--- config.mk ---
export PLATFORM = sky130hd
export DESIGN_NAME = moving_average_filter_core
export DESIGN_NICKNAME = d
export VERILOG_FILES = /design/src/rtl/maf_pkg.sv /design/src/rtl/maf_ram.sv /design/src/rtl/maf_divider.sv /design/src/rtl/moving_average_filter_core.sv
export SDC_FILE = /design/constraint.sdc
export NUM_CORES = 1
export LEC_CHECK = 0
export ABC_CLOCK_PERIOD_IN_PS = 3500
export BUFFER_PORTS_ARGS = -buffer_cell sky130_fd_sc_hd__buf_4
export CAP_MARGIN = 10
export CELL_PAD_IN_SITES_DETAIL_PLACEMENT = 1
export CELL_PAD_IN_SITES_GLOBAL_PLACEMENT = 2
export CORE_UTILIZATION = 46
export DETAILED_ROUTE_END_ITERATION = 8
export MAX_ROUTING_LAYER = met4
export PLACE_DENSITY = 0.84
export SYNTH_ARGS = -nofsm -noshare
export SYNTH_HDL_FRONTEND = slang
export SYNTH_HIERARCHICAL = 1
export SYNTH_SLANG_ARGS = --single-unit
--- constraint.sdc ---
create_clock -name clk_i -period 3.5 [get_ports clk_i]
set_input_delay 0.7 -clock clk_i [delete_from_list [all_inputs] [get_ports clk_i]]
set_output_delay 0.7 -clock clk_i [all_outputs]
set_load 0.005 [all_outputs]
--- src/rtl/maf_pkg.sv ---
// Shared constants and types of the moving-average filter.
// Used by every module of the block; depends on nothing.
`default_nettype none

package maf_pkg;

  // Field and register widths
  localparam int SAMPLE_W      = 16;
  localparam int DEPTH_CFG_W   = 5;
  localparam int CFG_ADDR_W    = 1;
  localparam int CFG_DATA_W    = 5;

  // Window defaults
  localparam int MAX_DEPTH_DEF = 16;
  localparam int DEPTH_RESET   = 16;

  // Register indexes of the configuration port
  localparam logic [CFG_ADDR_W-1:0] REG_FILTER_ENABLE = 1'b0;
  localparam logic [CFG_ADDR_W-1:0] REG_WINDOW_DEPTH  = 1'b1;

  // Status of the serial divider as seen by the controller
  typedef struct packed {
    logic busy;
    logic done;
  } div_status_t;

endpackage

`default_nettype wire

--- src/rtl/maf_ram.sv ---
// Generic single-write, single-read RAM with registered read data.
// Depends on maf_pkg for its default geometry.
`default_nettype none

module maf_ram import maf_pkg::*; #(
  parameter int WIDTH = SAMPLE_W,
  parameter int DEPTH = MAX_DEPTH_DEF
) (
  input  wire logic                     clk_i,
  input  wire logic                     we_i,
  input  wire logic [$clog2(DEPTH)-1:0] waddr_i,
  input  wire logic [WIDTH-1:0]         wdata_i,
  input  wire logic [$clog2(DEPTH)-1:0] raddr_i,
  output logic      [WIDTH-1:0]         rdata_o
);

  logic [WIDTH-1:0] mem_q [DEPTH];

  // Write one entry, read one entry into the output register
  always_ff @(posedge clk_i) begin
    if (we_i) begin
      mem_q[waddr_i] <= wdata_i;
    end
    rdata_o <= mem_q[raddr_i];
  end

endmodule

`default_nettype wire

--- src/rtl/maf_divider.sv ---
// Bit-serial signed divider: one quotient bit per cycle, truncation toward zero.
// Depends on maf_pkg for the result width and the status struct.
`default_nettype none

module maf_divider import maf_pkg::*; #(
  parameter int TW = SAMPLE_W + $clog2(MAX_DEPTH_DEF) + 1,
  parameter int DW = $clog2(MAX_DEPTH_DEF + 1)
) (
  input  wire logic                       clk_i,
  input  wire logic                       rst_ni,
  input  wire logic                       start_i,
  input  wire logic signed [TW-1:0]       dividend_i,
  input  wire logic        [DW-1:0]       divisor_i,
  output div_status_t                     status_o,
  output logic signed      [SAMPLE_W-1:0] quotient_o
);

  localparam int CNTW = $clog2(TW);

  logic [TW-1:0]   mag_q, mag_d;
  logic [DW-1:0]   rem_q, rem_d;
  logic [CNTW-1:0] cnt_q, cnt_d;
  logic            neg_q, neg_d;
  logic            busy_q, busy_d;
  logic            done_q, done_d;

  logic [DW:0]     trial;
  logic [DW:0]     diff;
  logic            fits;
  logic [TW-1:0]   q_full;

  // Trial subtract of the divisor from the shifted remainder
  assign trial = {rem_q, mag_q[TW-1]};
  assign diff  = trial - {1'b0, divisor_i};
  assign fits  = (trial >= {1'b0, divisor_i});

  always_comb begin
    mag_d  = mag_q;
    rem_d  = rem_q;
    cnt_d  = cnt_q;
    neg_d  = neg_q;
    busy_d = busy_q;
    done_d = 1'b0;
    if (start_i) begin
      neg_d  = dividend_i[TW-1];
      mag_d  = dividend_i[TW-1] ? (TW'(0) - dividend_i) : dividend_i;
      rem_d  = '0;
      cnt_d  = CNTW'(TW - 1);
      busy_d = 1'b1;
    end else if (busy_q) begin
      // Shift one dividend bit in, one quotient bit out
      rem_d = fits ? diff[DW-1:0] : trial[DW-1:0];
      mag_d = {mag_q[TW-2:0], fits};
      cnt_d = cnt_q - 1'b1;
      if (cnt_q == '0) begin
        busy_d = 1'b0;
        done_d = 1'b1;
      end
    end
  end

  always_ff @(posedge clk_i or negedge rst_ni) begin
    if (!rst_ni) begin
      busy_q <= 1'b0;
      done_q <= 1'b0;
    end else begin
      busy_q <= busy_d;
      done_q <= done_d;
    end
  end

  always_ff @(posedge clk_i) begin
    mag_q <= mag_d;
    rem_q <= rem_d;
    cnt_q <= cnt_d;
    neg_q <= neg_d;
  end

  // Restore the sign and keep the sample-wide part
  assign q_full          = neg_q ? (TW'(0) - mag_q) : mag_q;
  assign quotient_o      = q_full[SAMPLE_W-1:0];
  assign status_o.busy   = busy_q;
  assign status_o.done   = done_q;

endmodule

`default_nettype wire

--- src/rtl/moving_average_filter_core.sv ---
// Moving-average filter: window controller, sample RAM and serial divider.
// Depends on maf_pkg, maf_ram and maf_divider.
//
// Usage:
//   Input channel (in_valid_i/in_ready_o) carries sample_i and clear_request_i.
//   Output channel (out_valid_o/out_ready_i) carries filtered_o, one per request.
//   Configuration channel (cfg_valid_i/cfg_ready_o, cfg_addr_i, cfg_data_i)
//   writes filter_enable (index 0) and window_depth (index 1); it is always
//   ready and must only be used while the block is idle. Writing window_depth
//   clears the window.
//   Sequence: a pass-through request (disabled or clear) goes from acceptance
//   to the done state and from there into the output register. An averaged
//   request passes the update, start, divide and done states; the first
//   sample after a clear fills the window one entry per cycle in the fill
//   state in place of the update state. The bit-serial divider yields one
//   quotient bit per cycle for a TW-bit dividend, TW = 16 + clog2(MAX_DEPTH) + 1.
//   One request is in work at a time: the next is accepted once the last has left done.
//   Reset: window empty, filtering disabled, depth 16 (saturated to MAX_DEPTH).
//   Stall: a finished result waits in the output register; the next request
//   is accepted meanwhile and holds in its final step until the register frees.
`default_nettype none

module moving_average_filter_core import maf_pkg::*; #(
  parameter int MAX_DEPTH = MAX_DEPTH_DEF
) (
  input  wire logic                        clk_i,
  input  wire logic                        rst_ni,
  input  wire logic                        in_valid_i,
  output logic                             in_ready_o,
  input  wire logic signed [SAMPLE_W-1:0]  sample_i,
  input  wire logic                        clear_request_i,
  output logic                             out_valid_o,
  input  wire logic                        out_ready_i,
  output logic signed      [SAMPLE_W-1:0]  filtered_o,
  input  wire logic                        cfg_valid_i,
  output logic                             cfg_ready_o,
  input  wire logic        [CFG_ADDR_W-1:0] cfg_addr_i,
  input  wire logic        [CFG_DATA_W-1:0] cfg_data_i
);

  localparam int AW   = $clog2(MAX_DEPTH);
  localparam int DW   = $clog2(MAX_DEPTH + 1);
  localparam int TW   = SAMPLE_W + $clog2(MAX_DEPTH) + 1;
  localparam int CMPW = (DW > DEPTH_CFG_W) ? DW : DEPTH_CFG_W;
  localparam int RESET_DEPTH = (DEPTH_RESET > MAX_DEPTH) ? MAX_DEPTH : DEPTH_RESET;

  // Controller states
  localparam logic [2:0] S_IDLE   = 3'd0;
  localparam logic [2:0] S_UPDATE = 3'd1;
  localparam logic [2:0] S_FILL   = 3'd2;
  localparam logic [2:0] S_START  = 3'd3;
  localparam logic [2:0] S_DIV    = 3'd4;
  localparam logic [2:0] S_DONE   = 3'd5;

  logic [2:0]                 state_q, state_d;
  logic                       enable_q, enable_d;
  logic [DW-1:0]              depth_q, depth_d;
  logic [AW-1:0]              wpos_q, wpos_d;
  logic [AW-1:0]              fill_q, fill_d;
  logic                       awaiting_q, awaiting_d;
  logic signed [TW-1:0]       total_q, total_d;
  logic signed [SAMPLE_W-1:0] sample_q, sample_d;
  logic signed [SAMPLE_W-1:0] res_q, res_d;
  logic                       out_valid_q, out_valid_d;
  logic signed [SAMPLE_W-1:0] out_data_q, out_data_d;

  logic                       in_acc;
  logic                       cfg_acc;
  logic [AW-1:0]              depth_m1;
  logic signed [TW-1:0]       sample_ext;
  logic signed [TW-1:0]       old_ext;

  logic                       ram_we;
  logic [AW-1:0]              ram_waddr;
  logic [SAMPLE_W-1:0]        ram_rdata;
  logic                       div_start;
  div_status_t                div_status;
  logic signed [SAMPLE_W-1:0] div_quot;

  // Map a written depth onto 1..MAX_DEPTH
  function automatic logic [DW-1:0] clamp_depth(input logic [DEPTH_CFG_W-1:0] v);
    logic [CMPW-1:0] ext;
    logic [DW-1:0]   res;
    ext = CMPW'(v);
    if (ext == '0) begin
      res = DW'(1);
    end else if (ext > CMPW'(MAX_DEPTH)) begin
      res = DW'(MAX_DEPTH);
    end else begin
      res = DW'(ext);
    end
    return res;
  endfunction

  assign in_ready_o  = (state_q == S_IDLE);
  assign cfg_ready_o = 1'b1;
  assign in_acc      = in_valid_i && in_ready_o;
  assign cfg_acc     = cfg_valid_i && cfg_ready_o;
  assign depth_m1    = AW'(depth_q - 1'b1);
  assign sample_ext  = {{(TW - SAMPLE_W){sample_q[SAMPLE_W-1]}}, sample_q};
  assign old_ext     = {{(TW - SAMPLE_W){ram_rdata[SAMPLE_W-1]}}, ram_rdata};

  // Sample RAM: the oldest entry is always read at the write position
  assign ram_we    = (state_q == S_UPDATE) || (state_q == S_FILL);
  assign ram_waddr = (state_q == S_FILL) ? fill_q : wpos_q;

  maf_ram #(
    .WIDTH (SAMPLE_W),
    .DEPTH (MAX_DEPTH)
  ) u_ram (
    .clk_i   (clk_i),
    .we_i    (ram_we),
    .waddr_i (ram_waddr),
    .wdata_i (sample_q),
    .raddr_i (wpos_q),
    .rdata_o (ram_rdata)
  );

  assign div_start = (state_q == S_START);

  maf_divider #(
    .TW (TW),
    .DW (DW)
  ) u_div (
    .clk_i      (clk_i),
    .rst_ni     (rst_ni),
    .start_i    (div_start),
    .dividend_i (total_q),
    .divisor_i  (depth_q),
    .status_o   (div_status),
    .quotient_o (div_quot)
  );

  // Sequence one request and keep the window bookkeeping
  always_comb begin
    state_d     = state_q;
    enable_d    = enable_q;
    depth_d     = depth_q;
    wpos_d      = wpos_q;
    fill_d      = fill_q;
    awaiting_d  = awaiting_q;
    total_d     = total_q;
    sample_d    = sample_q;
    res_d       = res_q;
    out_valid_d = out_valid_q;
    out_data_d  = out_data_q;

    // Drop the result once the receiver takes it
    if (out_valid_q && out_ready_i) begin
      out_valid_d = 1'b0;
    end

    unique case (state_q)
      S_IDLE: begin
        if (in_acc) begin
          sample_d = sample_i;
          if (!enable_q || clear_request_i) begin
            res_d      = sample_i;
            wpos_d     = '0;
            awaiting_d = 1'b1;
            total_d    = '0;
            state_d    = S_DONE;
          end else if (awaiting_q) begin
            fill_d  = '0;
            total_d = '0;
            state_d = S_FILL;
          end else begin
            state_d = S_UPDATE;
          end
        end
      end
      S_UPDATE: begin
        total_d = total_q - old_ext + sample_ext;
        wpos_d  = (wpos_q == depth_m1) ? '0 : wpos_q + 1'b1;
        state_d = S_START;
      end
      S_FILL: begin
        total_d = total_q + sample_ext;
        if (fill_q == depth_m1) begin
          awaiting_d = 1'b0;
          wpos_d     = '0;
          state_d    = S_START;
        end else begin
          fill_d = fill_q + 1'b1;
        end
      end
      S_START: begin
        state_d = S_DIV;
      end
      S_DIV: begin
        if (div_status.done) begin
          res_d   = div_quot;
          state_d = S_DONE;
        end
      end
      S_DONE: begin
        if (!out_valid_q || out_ready_i) begin
          out_valid_d = 1'b1;
          out_data_d  = res_q;
          state_d     = S_IDLE;
        end
      end
      default: begin
        state_d = S_IDLE;
      end
    endcase

    // Apply register writes; a depth write clears the window
    if (cfg_acc) begin
      unique case (cfg_addr_i)
        REG_FILTER_ENABLE: begin
          enable_d = cfg_data_i[0];
        end
        REG_WINDOW_DEPTH: begin
          depth_d    = clamp_depth(cfg_data_i[DEPTH_CFG_W-1:0]);
          wpos_d     = '0;
          awaiting_d = 1'b1;
          total_d    = '0;
        end
        default: begin
          enable_d = enable_q;
        end
      endcase
    end
  end

  always_ff @(posedge clk_i or negedge rst_ni) begin
    if (!rst_ni) begin
      state_q     <= S_IDLE;
      enable_q    <= 1'b0;
      depth_q     <= DW'(RESET_DEPTH);
      wpos_q      <= '0;
      awaiting_q  <= 1'b1;
      total_q     <= '0;
      out_valid_q <= 1'b0;
    end else begin
      state_q     <= state_d;
      enable_q    <= enable_d;
      depth_q     <= depth_d;
      wpos_q      <= wpos_d;
      awaiting_q  <= awaiting_d;
      total_q     <= total_d;
      out_valid_q <= out_valid_d;
    end
  end

  always_ff @(posedge clk_i) begin
    fill_q     <= fill_d;
    sample_q   <= sample_d;
    res_q      <= res_d;
    out_data_q <= out_data_d;
  end

  assign out_valid_o = out_valid_q;
  assign filtered_o  = out_data_q;

`ifndef SYNTHESIS
  // The write position stays inside the active window once it is filled
  assert property (@(posedge clk_i) disable iff (!rst_ni)
    !awaiting_q |-> (DW'(wpos_q) < depth_q))
    else $error("write position outside the active window");

  // The divider is only started when idle
  assert property (@(posedge clk_i) disable iff (!rst_ni)
    div_start |-> !div_status.busy)
    else $error("divider started while busy");

  // A finished division always lands in the wait-for-result state
  assert property (@(posedge clk_i) disable iff (!rst_ni)
    div_status.done |-> (state_q == S_DIV))
    else $error("divider result with no request waiting");

  // A depth write always leaves the window awaiting its first sample
  assert property (@(posedge clk_i) disable iff (!rst_ni)
    (cfg_acc && (cfg_addr_i == REG_WINDOW_DEPTH)) |=> awaiting_q)
    else $error("depth write did not clear the window");
`endif

endmodule

`default_nettype wire
# [Yosys cells after proc, flatten, opt, wreduce, memory -nomap -nowiden]
# Memory sizes are Yosys's and may differ from the RTL's. A register that Yosys moved wholly into a read port is not among the register bits.
# Index checks and enable logic that the tools add are counted.
[totals] regBits=122 ramBits=256 inputBits=28 out_inout_bits=19 word_cells=120 n_memories=1
[op_classes] addsub=10 order_cmp=2 eq_ne=15 mux=54 n_bitwise=1 reduce_logical=20
[mem_list] name="u_ram.mem_q" depth=16 word_bits=16 read_ports=1 rd_ports_with_merged_regs=1 write_ports=1 line="maf_ram.sv:17" source="logic [WIDTH-1:0] mem_q [DEPTH];"
[op_table] operator="21-bit 2-to-1 mux" n=8
[op_table] operator="16-bit 2-to-1 mux" n=4
[op_table] operator="21-bit one-hot mux with 3 select lines" n=1
[op_table] operator="4-bit 2-to-1 mux" n=11
[op_table] operator="21-bit by 16-bit adder with 21-bit output" n=2
[op_table] operator="16-bit one-hot mux with 2 select lines" n=1
[op_table] operator="1-bit by 21-bit subtractor with 21-bit output (first input constant)" n=1
[op_table] operator="21-bit by 16-bit subtractor with 21-bit output" n=1
[op_table] operator="3-bit one-hot mux with 6 select lines" n=1
[op_table] operator="1-bit 2-to-1 mux" n=16
[op_table] operator="1-bit by 16-bit subtractor with 16-bit output (first input constant)" n=1
[op_table] operator="3-bit 2-to-1 mux" n=5
[op_table] operator="5-bit 2-to-1 mux" n=3
[op_table] operator="4-bit one-hot mux with 3 select lines" n=1
[op_table] operator="5-bit logical NOT" n=2
[op_table] operator="2-bit by 1-bit != test with 1-bit output (second input constant)" n=5
[op_table] operator="4-bit by 1-bit adder with 4-bit output (second input constant)" n=2
[op_table] operator="4-bit == test" n=2
[op_table] operator="4-bit one-hot mux with 2 select lines" n=1
[op_table] operator="2-bit AND reduction" n=4
[op_table] operator="4-bit AND reduction" n=2
[op_table] operator="3-bit by 2-bit == test with 1-bit output (second input constant)" n=2
[op_table] operator="3-bit == test (second input constant)" n=2
[op_table] operator="6-bit by 5-bit greater-or-equal comparator with 1-bit output" n=1
[op_table] operator="other kinds (15)" n=23

# [Logic depth before layout (Yosys ltp)]
[logic_depth] ltp_word=7 ltp_mapped=13 depth_no_buf=13

# [Hierarchy]
# Netlist, hierarchy kept.
[by_module_without_submodules] module="maf_ram" instances=1 cells_per_inst=432 area_each_um2=10042.1 seq_area_each_um2=8007.7
[by_module_without_submodules] module="moving_average_filter_core" instances=1 cells_per_inst=658 area_each_um2=6418.7 seq_area_each_um2=2464.9
[by_module_without_submodules] module="maf_divider" instances=1 cells_per_inst=286 area_each_um2=2462.4 seq_area_each_um2=910.9

# [Least setup slack after synthesis]
# Ideal clock, no wire load.
[synth_timing] path_type="register -> register" from="register state_q[0]" to="memory u_ram/mem_q[4][0] in the netlist's numbering (enable)" setup_ns=0.409 arrival_time_ns=2.819 required_ns=3.091 slack_ns=0.271 path_stages_with_launch=8 path_buffers=2 period_less_slack_ns=3.229 cell_sequence="dfrtp_1 > clkbuf_1 > nor3b_1 > clkbuf_1 > nand2_1 > nand2_1 > nand3b_1 > nor3_1"
[synth_between] elab_cells_between_ends=6 cone_classes="2 x eq/ne; 3 x mux; 1 x reduce/logical"
[synth_lines] item="from (decl)" line="moving_average_filter_core.sv:55" source="logic [2:0] state_q, state_d;"
[synth_lines] item="from (signal assigned)" line="moving_average_filter_core.sv:237" source="state_q <= state_d;"
[synth_lines] item="3-bit by 2-bit == test with 1-bit output" line="moving_average_filter_core.sv:105" source="assign ram_waddr = (state_q == S_FILL) ? fill_q : wpos_q;"
[synth_lines] item="4-bit 2-to-1 mux" line="moving_average_filter_core.sv:105"
[synth_lines] item="net ram_waddr[2]" line="moving_average_filter_core.sv:74" source="logic [AW-1:0] ram_waddr;"
[synth_lines] item="to (decl)" line="maf_ram.sv:17"
# The timed path passes the listed nets, and every way through them passes these cells.

# [Worst setup path after layout]
[layout_timing] from="register total_q[7]" to="register total_q[20]"
[layout_between] elab_chain_cells=5 elab_cells_between_ends=6 cone_classes="3 x add/sub; 3 x mux"
[layout_rtl] item="from (decl)" line="moving_average_filter_core.sv:61" source="logic signed [TW-1:0] total_q, total_d;"
[layout_rtl] item="from (signal assigned)" line="moving_average_filter_core.sv:242" source="total_q <= total_d;"
[layout_rtl] item="21-bit by 16-bit subtractor with 21-bit output" line="moving_average_filter_core.sv:173" source="total_d = total_q - old_ext + sample_ext;"
[layout_rtl] item="21-bit by 16-bit adder with 21-bit output" line="moving_average_filter_core.sv:173"
[layout_rtl] item="21-bit one-hot mux with 3 select lines (*)" line="moving_average_filter_core.sv:153" source="unique case (state_q)"
[layout_rtl] item="21-bit 2-to-1 mux" line="moving_average_filter_core.sv:210" source="unique case (cfg_addr_i)"
[layout_rtl] item="21-bit 2-to-1 mux (*)" line="moving_average_filter_core.sv:209" source="if (cfg_acc) begin"
[layout_rtl] item="net total_d[20]" line="moving_average_filter_core.sv:61"
# The timed path passes the listed nets; every way through them passes the cells marked *.
# A chain may end at the register's enable or synchronous reset.

==> PnR_summary.wiki <==
{| class="wikitable"
! Metric !! Value
|-
| Setup crit start kind || flip-flop
|-
| Routed wire per std cell || 25.3 µm
|-
| Start point of the critical path || total_q[7]
|-
| Clock latency on the worst-skew pair || 580 ps
|-
| Vertical die dimension || between 200 and 250 µm
|-
| IR Drop Worst-Case VDD || 0.000425 V
|-
| Final setup violating endpoints || 0
|-
| Router iterations before antenna repair || 5
|-
| DIE AREA || 41900 µm²
|-
| Final critical-path required period || 3160 ps
|-
| Data arrival time of the worst path || 3650 ps
|-
| Endpoint type of the worst setup path || flip-flop
|-
| Count of inserted antenna diode cells || 0
|-
| Number of placement rows || 73
|-
| Max FO, Critical Path || 6
|-
| Slew @ Worst Pin || about 1100 ps
|-
| Total cell area at the placement stage || 20200 µm²
|-
| Unrepaired setup endpoints after global routing || no
|-
| CP required || 3980 ps
|-
| Final standard cell utilization of the core || 0.541
|-
| Mean instance size in the synthesized netlist || between 10 and 15 µm²
|-
| Global route overflow || 0
|-
| Nets@finish || about 1600
|-
| Maximum frequency from static timing analysis || 316 MHz
|-
| Clock sink count || 394
|-
| Pwr/cell area || 471 nW/µm²
|-
| Cell-internal power || between 8 and 9 mW
|-
| Leakage Power || around 8.0 nW
|-
| DRC violations left || 0
|-
| H-tree levels || 2
|-
| Yosys warning count || 6
|-
| Final count of hold timing violations || 0
|-
| Fraction of power spent switching nets || 0.203
|-
| Total power after layout || 10.2 mW
|-
| Vias in the first global route || about 13000
|-
| Buffers inserted during post-CTS setup optimization || 0
|-
| Top Ports || 47
|-
| Run status || completed
|-
| Area of the mapped netlist || roughly 19000 µm²
|-
| Buffers from clock root to sink, at most || 3
|-
| Worst r2r src || total_q[7]
|-
| Post-detailed-route count of antenna-violating nets || 0
|-
| Max-cap check violation count || 0
|-
| Category of the critical setup timing path || reg -> reg
|-
| Maximum number of pins on one net before global-route repair || 58
|-
| First-pass GRT wire length || between 70 and 80 mm
|-
| Fraction of the cycle the final worst path needs || 0.904
|-
| Initial cell density of the core || 0.471
|-
| Clock-pin slew on the worst setup and hold paths || 60 ps
|-
| Initial antenna violation count || 0
|-
| Number of I/O port buffers || 45
|-
| Area growth syn-to-layout || 15.0%
|-
| Total half-perimeter wirelength after legalization and detailed placement || 33.6 mm
|-
| Syn nets || 1477
|-
| Fill cell count || 4009
|-
| Number of buffers created by CTS || between 40 and 50
|-
| Total Wirelength || 51.3 mm
|-
| Final GP Congestion || between 0.8 and 0.9
|-
| Worst max-slew margin expressed relative to the limit || 0.284
|-
| Max-slew violations || 0
|-
| Worst setup margin || 335 ps
|-
| Die Span X || 205 µm
|-
| Worst clock skew on the final layout || 24.2 ps
|-
| Count of vias placed by the detailed router || 12100
|-
| Drt initial violations || approximately 990
|-
| Total routing usage reported by global routing || 0.261
|-
| Worst slack after detailed placement || between 50 and 60 ps
|-
| Clock share of power || 0.491
|-
| Count of mapped cells out of synthesis || 1375
|-
| Part of the power in registers || 0.492
|-
| Class of the tightest hold or removal check || in -> async
|-
| Combinational fraction of design power || 0.017
|-
| Core Box Area || 40200 µm²
|-
| Fraction of layout instances using a drive strength above 1 || 0.188
|-
| Post-route setup TNS || 0 ps
|-
| CTS tree || built
|-
| Vias per inst || just under 6
|-
| Switching power summed over all nets || 2.08 mW
|-
| Post-Layout Inst Area || 21800 µm²
|-
| Root cell of the clock tree || clkbuf_16
|}
## routing by layer
metal	routed length [µm]	GRT usage
met3	2680	0.0356
met2	25700	0.434
met4	1430	0.0813
met1	21500	0.331
met5	0	-
## placed cells by master, fill, tap and decap left out, drive strengths merged, types with 8 or more instances in the layout
master and n:
mux4 64, nand4 9, dfrtp 36, bufinv 10, nor3 23, nand2 94
mux2 18, nand2b 12, buf 107, edfxtp 330, o21a 9, or3 13
dfxtp 26, nor2 92, nor2b 8, or4 9, clkbuf 50, inv 109
clkinv 10, ha 52, o21ai 44, xor2 24, nand3b 15, a22oi 39
a21o 15, fa 22, nand3 24, xnor2 47, a21oi 60, a31oi 8
## path summary, 6_finish.rpt
kind	cells past startpoint	slack (ps)	to
worst min register to register	0	420	filtered_o[13]
worst max-delay path	12	340	total_q[20]
max in group asynchronous	1	2910	wpos_q[0]
worst max register to register	12	340	total_q[20]
worst min-delay path	1	130	u_div/busy_q
min in group clk_i	1	300	sample_q[8]
## metrics by stage
step | hold WS (ps) | instances
3_3_place_gp | 403 | 1951
4_1_cts | 135 | 2029
2_1_floorplan | 400 | 1375
6_report | 127 | 2029
5_1_grt | 172 | 2029
3_5_place_dp | 406 | 1951
## worst max-delay path: stages (launching register included)
cell	delay (ps)
dfrtp_1	370
inv_1	70
fa_1	530
inv_1	40
ha_1	360
a2111oi_1	360
o21ai_1	150
a21boi_2	280
o21ai_2	150
a21oi_2	190
a32oi_1	120
mux2_1	320
a31oi_1	140
## state kept, by name, summed over array words and instances, names as in the netlist
signal         flops
enable_q           1
out_valid_o        1
total_q           21
res_q             16
u_ram/rdata_o     16
u_div/neg_q        1
depth_q            5
filtered_o        16
sample_q          16
u_div/cnt_q        5
u_div/rem_q        5
u_div/mag_q       21
u_ram/mem_q      256
u_div/done_q       1
u_div/busy_q       1
wpos_q             4
fill_q             4
state_q            3
awaiting_q         1
## power by group through the flow
stage / logic, mW / registers [mW] / clock network [mW]
floorplan: 0.0993 / 5.13 / 0
global placement: 0.173 / 5.14 / 0
detailed placement: 0.176 / 5.14 / 0
CTS: 0.177 / 5.04 / 5.11
global route: 0.193 / 5.04 / 5.25
finish: 0.175 / 5.04 / 5.03
## area by class of cell
class / instances / area [µm²] / share of cell area
Multi-Input combinational cell: 819 / 6920 / 0.318
Timing Repair Buffer: 107 / 828 / 0.0381
Clock buffer: 50 / 1120 / 0.0515
Sequential cell: 394 / 11400 / 0.523
Tap cell: 525 / 657 / 0.0302
Clock inverter: 28 / 453 / 0.0208
Inverter: 106 / 398 / 0.0183
## timing repair
| item | in CTS | in global routing |
|---|---|---|
| gates resized for setup | 0 | 6 |
| hold buffers | 0 | 0 |
| setup endpoints to repair | 0 | 2 |
Power figures use the tool's default switching activity.
